--- src/rtl/core/pli_pkg.sv ---
// ----------------------------------------------------------------------------
// pli_pkg
// Shared types and constants of the piecewise linear interpolator
// ----------------------------------------------------------------------------
`default_nettype none

package pli_pkg;

  localparam int MaxPointsDef = 16;
  localparam int IndexW       = 4;
  localparam int DateW        = 24;
  localparam int RateW        = 32;
  localparam int CountW       = 5;
  localparam int RegionW      = 2;
  localparam int InDataW      = 64;
  localparam int OutDataW     = 32;
  localparam int QuoW         = RateW;
  localparam int MagW         = RateW + DateW;
  localparam int ProdW        = RateW + DateW + 2;
  localparam int DivCntW      = $clog2(QuoW);

  localparam logic [CountW-1:0] CountReset = CountW'(2);

  typedef enum logic {
    OP_LOAD  = 1'b0,
    OP_QUERY = 1'b1
  } op_e;

  typedef enum logic [RegionW-1:0] {
    REGION_LEFT   = 2'd0,
    REGION_INSIDE = 2'd1,
    REGION_RIGHT  = 2'd2
  } region_e;

  typedef enum logic [1:0] {
    RD_FIRST = 2'd0,
    RD_LAST  = 2'd1,
    RD_NEXT  = 2'd2
  } rd_sel_e;

  typedef enum logic [1:0] {
    RES_RDATA  = 2'd0,
    RES_PREV   = 2'd1,
    RES_LAST   = 2'd2,
    RES_INTERP = 2'd3
  } res_sel_e;

  typedef struct packed {
    logic     query_start;
    logic     load_wr;
    logic     rd_en;
    rd_sel_e  rd_sel;
    logic     cnt_inc;
    logic     save_prev;
    logic     save_last;
    logic     mul_load;
    logic     prod_load;
    logic     div_init;
    logic     div_step;
    logic     res_load;
    res_sel_e res_sel;
    region_e  res_region;
    logic     out_push;
  } pli_cmd_t;

  typedef struct packed {
    logic le_first;
    logic ge_last;
    logic in_seg;
    logic zero_width;
    logic at_last;
    logic div_last;
    logic out_free;
  } pli_status_t;

endpackage

`default_nettype wire

--- src/rtl/core/pli_ctrl.sv ---
// ----------------------------------------------------------------------------
// pli_ctrl
// Sequencer: table read order, segment scan, multiply and divide steps
// ----------------------------------------------------------------------------
`default_nettype none

module pli_ctrl
  import pli_pkg::*;
(
  input  wire logic        clk_i,
  input  wire logic        rst_ni,
  input  wire logic        in_valid_i,
  input  wire op_e         in_op_i,
  output logic             in_ready_o,
  input  wire pli_status_t status_i,
  output pli_cmd_t         cmd_o
);

  typedef enum logic [8:0] {
    S_IDLE  = 9'b000000001,
    S_FIRST = 9'b000000010,
    S_LAST  = 9'b000000100,
    S_SCAN  = 9'b000001000,
    S_MUL   = 9'b000010000,
    S_DINIT = 9'b000100000,
    S_DIV   = 9'b001000000,
    S_FIN   = 9'b010000000,
    S_OUT   = 9'b100000000
  } state_e;

  state_e state_q, state_d;

  assign in_ready_o = (state_q == S_IDLE);

  always_comb begin
    state_d = state_q;
    cmd_o   = '0;
    case (state_q)
      S_IDLE: begin
        if (in_valid_i) begin
          if (in_op_i == OP_LOAD) begin
            cmd_o.load_wr = 1'b1;
          end else begin
            cmd_o.query_start = 1'b1;
            cmd_o.rd_en       = 1'b1;
            cmd_o.rd_sel      = RD_FIRST;
            state_d           = S_FIRST;
          end
        end
      end
      S_FIRST: begin
        if (status_i.le_first) begin
          cmd_o.res_load   = 1'b1;
          cmd_o.res_sel    = RES_RDATA;
          cmd_o.res_region = REGION_LEFT;
          state_d          = S_OUT;
        end else begin
          cmd_o.save_prev = 1'b1;
          cmd_o.rd_en     = 1'b1;
          cmd_o.rd_sel    = RD_LAST;
          state_d         = S_LAST;
        end
      end
      S_LAST: begin
        if (status_i.ge_last) begin
          cmd_o.res_load   = 1'b1;
          cmd_o.res_sel    = RES_RDATA;
          cmd_o.res_region = REGION_RIGHT;
          state_d          = S_OUT;
        end else begin
          cmd_o.save_last = 1'b1;
          cmd_o.rd_en     = 1'b1;
          cmd_o.rd_sel    = RD_NEXT;
          cmd_o.cnt_inc   = 1'b1;
          state_d         = S_SCAN;
        end
      end
      S_SCAN: begin
        if (status_i.in_seg) begin
          if (status_i.zero_width) begin
            cmd_o.res_load   = 1'b1;
            cmd_o.res_sel    = RES_PREV;
            cmd_o.res_region = REGION_INSIDE;
            state_d          = S_OUT;
          end else begin
            cmd_o.mul_load = 1'b1;
            state_d        = S_MUL;
          end
        end else if (status_i.at_last) begin
          cmd_o.res_load   = 1'b1;
          cmd_o.res_sel    = RES_LAST;
          cmd_o.res_region = REGION_RIGHT;
          state_d          = S_OUT;
        end else begin
          cmd_o.save_prev = 1'b1;
          cmd_o.rd_en     = 1'b1;
          cmd_o.rd_sel    = RD_NEXT;
          cmd_o.cnt_inc   = 1'b1;
        end
      end
      S_MUL: begin
        cmd_o.prod_load = 1'b1;
        state_d         = S_DINIT;
      end
      S_DINIT: begin
        cmd_o.div_init = 1'b1;
        state_d        = S_DIV;
      end
      S_DIV: begin
        cmd_o.div_step = 1'b1;
        if (status_i.div_last) begin
          state_d = S_FIN;
        end
      end
      S_FIN: begin
        cmd_o.res_load   = 1'b1;
        cmd_o.res_sel    = RES_INTERP;
        cmd_o.res_region = REGION_INSIDE;
        state_d          = S_OUT;
      end
      S_OUT: begin
        if (status_i.out_free) begin
          cmd_o.out_push = 1'b1;
          state_d        = S_IDLE;
        end
      end
      default: begin
        state_d = S_IDLE;
      end
    endcase
  end

  always_ff @(posedge clk_i or negedge rst_ni) begin
    if (!rst_ni) begin
      state_q <= S_IDLE;
    end else begin
      state_q <= state_d;
    end
  end

endmodule

`default_nettype wire

--- config.mk ---
export PLATFORM = sky130hd
export DESIGN_NAME = pli_ctrl
export DESIGN_NICKNAME = d
export VERILOG_FILES = /design/src/rtl/core/pli_pkg.sv /design/src/rtl/core/pli_ctrl.sv
export SDC_FILE = /design/constraint.sdc
export NUM_CORES = 1
export LEC_CHECK = 0
export ABC_AREA = 1
export BUFFER_PORTS_ARGS = -buffer_cell sky130_fd_sc_hd__buf_4
export CAP_MARGIN = 20
export CORE_MARGIN = 2
export CORE_UTILIZATION = 49
export DETAILED_ROUTE_END_ITERATION = 8
export GPL_ROUTABILITY_DRIVEN = 0
export PLACE_DENSITY = 0.79
export SYNTH_ARGS = -nofsm -noshare
export SYNTH_HDL_FRONTEND = slang
export SYNTH_SLANG_ARGS = --single-unit
--- constraint.sdc ---
create_clock -name clk_i -period 2.02 [get_ports clk_i]
set_clock_uncertainty 0.2 [all_clocks]
set_input_delay 0.606 -clock clk_i [delete_from_list [all_inputs] [get_ports clk_i]]
set_output_delay 0.606 -clock clk_i [all_outputs]
set_load 0.005 [all_outputs]
# After elaboration in Yosys (flattened, before gate mapping)
# Index checks and enable logic that the tools add are counted.
[word_totals] mem_count=0 ff_bits=9 elab_cells=55 latch_bits=0 romBits=0 output_inout_bits=19 in_bits=11 mem_bits_rw=0
[classes] n_reduce_logical=1 n_eq_ne=14 n_div=0 order_cmp=0 n_mux=39 n_mul=0 n_bitwise=0 shifts=0 n_addsub=0
[ops] op="$mux 9" count=9
[ops] op="$pmux 9 s9" count=1
[ops] op="$mux 5" count=8
[ops] op="$pmux 5 s4" count=1
[ops] op="$mux 1" count=13
[ops] op="$pmux 3 s4" count=1
[ops] op="$eq 9x1->1 const B" count=1
[ops] op="$eq 9x2->1 const B" count=1
[ops] op="$eq 9x3->1 const B" count=1
[ops] op="$eq 9x4->1 const B" count=1
[ops] op="$eq 9x5->1 const B" count=1
[ops] op="$eq 9x6->1 const B" count=1
[ops] op="$eq 9x7->1 const B" count=1
[ops] op="$eq 9x8->1 const B" count=1
[ops] op="$eq 9x9->1 const B" count=1
[ops] op="$ne 2x2->1 const B" count=4
[ops] op="$mux 3" count=2
[ops] op="$reduce_and 5->1" count=1
[ops] op="$mux 4" count=1
[ops] op="$pmux 1 s2" count=2
[ops] op="$ne 3x3->1 const B" count=1
[ops] op="$mux 2" count=1

# Logic depth before layout (Yosys ltp)
[depth] word_depth=3 depth_mapped=10

# Worst setup path after synthesis
# No wires, ideal clock.
[synth_path] path_type="register to output" from="reg state_q[5]" to="out cmd_o[5] (netlist bit)" required_time_ns=1.214 arrival_time_ns=1.221 n_path_buf=1 stages_incl_launch_ff=8 path_slack_ns=-0.007 cell_sequence="dfrtp_1 -> nor2_4 -> nand2_4 -> nor2_4 -> buf_12 -> nand2_2 -> o21ai_2 -> nand3b_1"
[synth_rtl] element="from (decl)" line_no="pli_ctrl.sv:31" rtl="state_e state_q, state_d;"
[synth_rtl] element="from (signal assigned)" line_no="pli_ctrl.sv:137" rtl="state_q <= state_d;"
[synth_rtl] element="to (decl)" line_no="pli_ctrl.sv:16" rtl="output pli_cmd_t cmd_o"

==> reports/qor.txt <==
remaining antenna violation count - 0
Fin. Hold Viols - 0
Core Footprint - 1710 um2
RSZ-0062 raised after global routing - yes
failing checks - setup timing
Final Max Slew Viols - 0
starting density of the core - 0.518
Worst-Margin Slew - 0.322 ns
Storage cell area - 226 um2
critical path type - register to output pin
power per cell area - 939 nW/um2
Ys Warns - 0
Comb power frac - 0.722
Tot GR Track Use - 0.290
min cycle time layout - 2.46 ns
Mapped Area - 885 um2
via count - 1123
Mapped Nets - 137
Hold Path Class - register to register
Synth Register Bits - 9
Die ar. - 2160 um2
total CTS buffers - 3
residual DRC count - 0
fillers - 75
pre-CTS setup slack - -0.104 ns
Num Clock Sinks - 9
final net count - 199
Critical Path Most Common Cell - nor2_4
Overflow after GRT - 0
final period utilization - 1.22
Slew headroom - 0.783
I/O pin cnt - 30
Crit-path slowest cell - dfrtp_1
Rows - 15
Starting DRT DRC Count - 27
Post-Syn Instances - 126
die height - 46.5 um
outcome - finished, violations left
number of flip-flops in the largest register - 9
Root Driver - clkbuf_4
Arr. time, crit path - 1.66 ns
area occupied by multi-input gates - 644 um2
IO Port Bufs - 29
Net Sw Frac - 0.483
CTS max path bufs - 2
global-route wire length before repair - 4240 um
sequential-to-total area share from yosys stat - 0.256
startpoint types - register
worst-path maximum fanout - 11
Max stage delay on crit path - 0.42 ns
worst-skew pair later-pin latency - 0.26 ns
Largest Register - state_q
Area Growth Syn to Fin - 71.0%
H-tree levels - 1
VDD IR max - 0.000764 V
die width - 46.5 um
CP Cell Sequence - nor2_4 > nand2_4 > nor2_4 > buf_12 > nand4_1 > nand2_1 > inv_1 > nand3b_1 > buf_4
Mean Syn Cell Area - 7.02 um2
Setup Viol. Count Final - 19
CTS tree - done
fin worst setup slack - -0.445 ns
layout cell share with drive strength beyond 1 - 0.583
Leakage Power - 0.840 nW
WHS - 0.342 ns
internal power - 0.734 mW
diode count - 0
pin count of the biggest net entering global routing - 12
initial antenna violation count - 0
CP Capture Type - output pin
number of global-route vias before repair - 999
Routed WL per cell - 15.9 um
post-route setup TNS - -5.64 ns
HPWL after detailed placement - 1860 um
vias per std cell - 5.30
Detailed Route WL - 3380 um
clock slew at reported path FFs - 0.06 ns
fmax - 0.406 GHz
CP required - 1.21 ns
max_cap viols - 0
Regs by FF count - state_q: 9 flops
clock power share - 0.094
1st-pass router iterations - 4
Yosys cell types - 24
sw power - 0.685 mW
Sequential Power Share - 0.184
==> power by group through the flow <==
stage / Combinational (mW) / Clock [mW] / Sequential [mW]
finish: 1.03 / 0.133 / 0.261
global route: 1.08 / 0.149 / 0.263
CTS: 0.857 / 0.141 / 0.255
detailed placement: 0.711 / 0 / 0.250
global placement: 0.693 / 0 / 0.246
floorplan: 0.456 / 0 / 0.245
==> metal layers <==
layer,wire [um],global-route usage,vias up
li1,-,-,510
met1,1350,0.349,546
met2,1720,0.503,53
met3,183,0.0431,14
met4,124,0.131,0
met5,0,0,-
==> critical path, delay by kind of cell (launching register included) <==
| family | cells | cell delay [ns] |
|---|---|---|
| flops | 1 | 0.42 |
| buf+inv | 3 | 0.34 |
| simple gates | 6 | 0.63 |
==> cell usage in the layout (no fill, tap or decap), drive strengths merged <==
cell,synthesis,final
or2,1,1
dfrtp,8,8
nor4,1,1
nand3,9,9
nand2,33,33
inv,26,26
clkbuf,0,4
nand3b,2,2
buf,2,58
nand4,5,5
dlygate4sd3,0,1
nor2,30,30
nor3,3,3
o21ai,5,5
dfstp,1,1
==> per-stage QoR <==
step                 util  power [mW]  std cells  cell area (um2)
detailed placement  0.738       0.961        197             1260
floorplan               -       0.701        126              885
CTS                 0.823        1.25        210             1410
global placement    0.738       0.940        197             1260
global route        0.886        1.49        212             1510
finish              0.886        1.42        212             1510
==> Yosys cell counts (all sizes together) <==
library cell	count	area, um2
nor3	3	30.0
dfstp	1	26.3
nand3b	2	18.8
dfrtp	8	200
nand2	33	164
nand4	5	46.3
nand3	9	55.1
buf	2	27.5
nor2	30	174
nor4	1	6.26
or2	1	6.26
inv	26	97.6
o21ai	5	32.5
==> what timing repair did <==
| action | in CTS | in global routing |
|---|---|---|
| gates cloned | 0 | 0 |
| hold buffers | 1 | 0 |
| resized for setup | 11 | 24 |
| setup buffers | 8 | 4 |
| pin swaps | 4 | 9 |
| endpoints found under the hold margin | 8 | 0 |
| endpoints found under the setup margin | 19 | 23 |
==> path summary, 6_finish.rpt <==
kind | from | to | slack (ns) | depth (start not counted)
max in group asynchronous | rst_ni | state_q[0] | 0.89 | 2
setup / recovery | state_q[5] | cmd_o[5] | -0.44 | 9
setup reg to reg | state_q[0] | state_q[8] | 0.01 | 13
hold / removal | state_q[0] | state_q[0] | 0.34 | 2
hold reg to reg | state_q[0] | state_q[0] | 0.34 | 2
min in group asynchronous | rst_ni | state_q[5] | 0.51 | 2
==> cell type report <==
cell class              count  share of cell area
multi-input cells          89               0.426
well taps                  25              0.0207
clock buffers               4              0.0174
flip-flops and latches      9               0.150
repair buffers             59               0.320
inverters                  26              0.0662
==> kinds of logic (layout without fill, tap and decap cells) <==
family | after synthesis | in the layout | share of synthesized area
simple gates | 84 | 84 | 0.566
buf+inv | 28 | 89 | 0.141
flops | 9 | 9 | 0.256
compound gates | 5 | 5 | 0.0368
No activity file was read; power rests on OpenSTA's default activity.
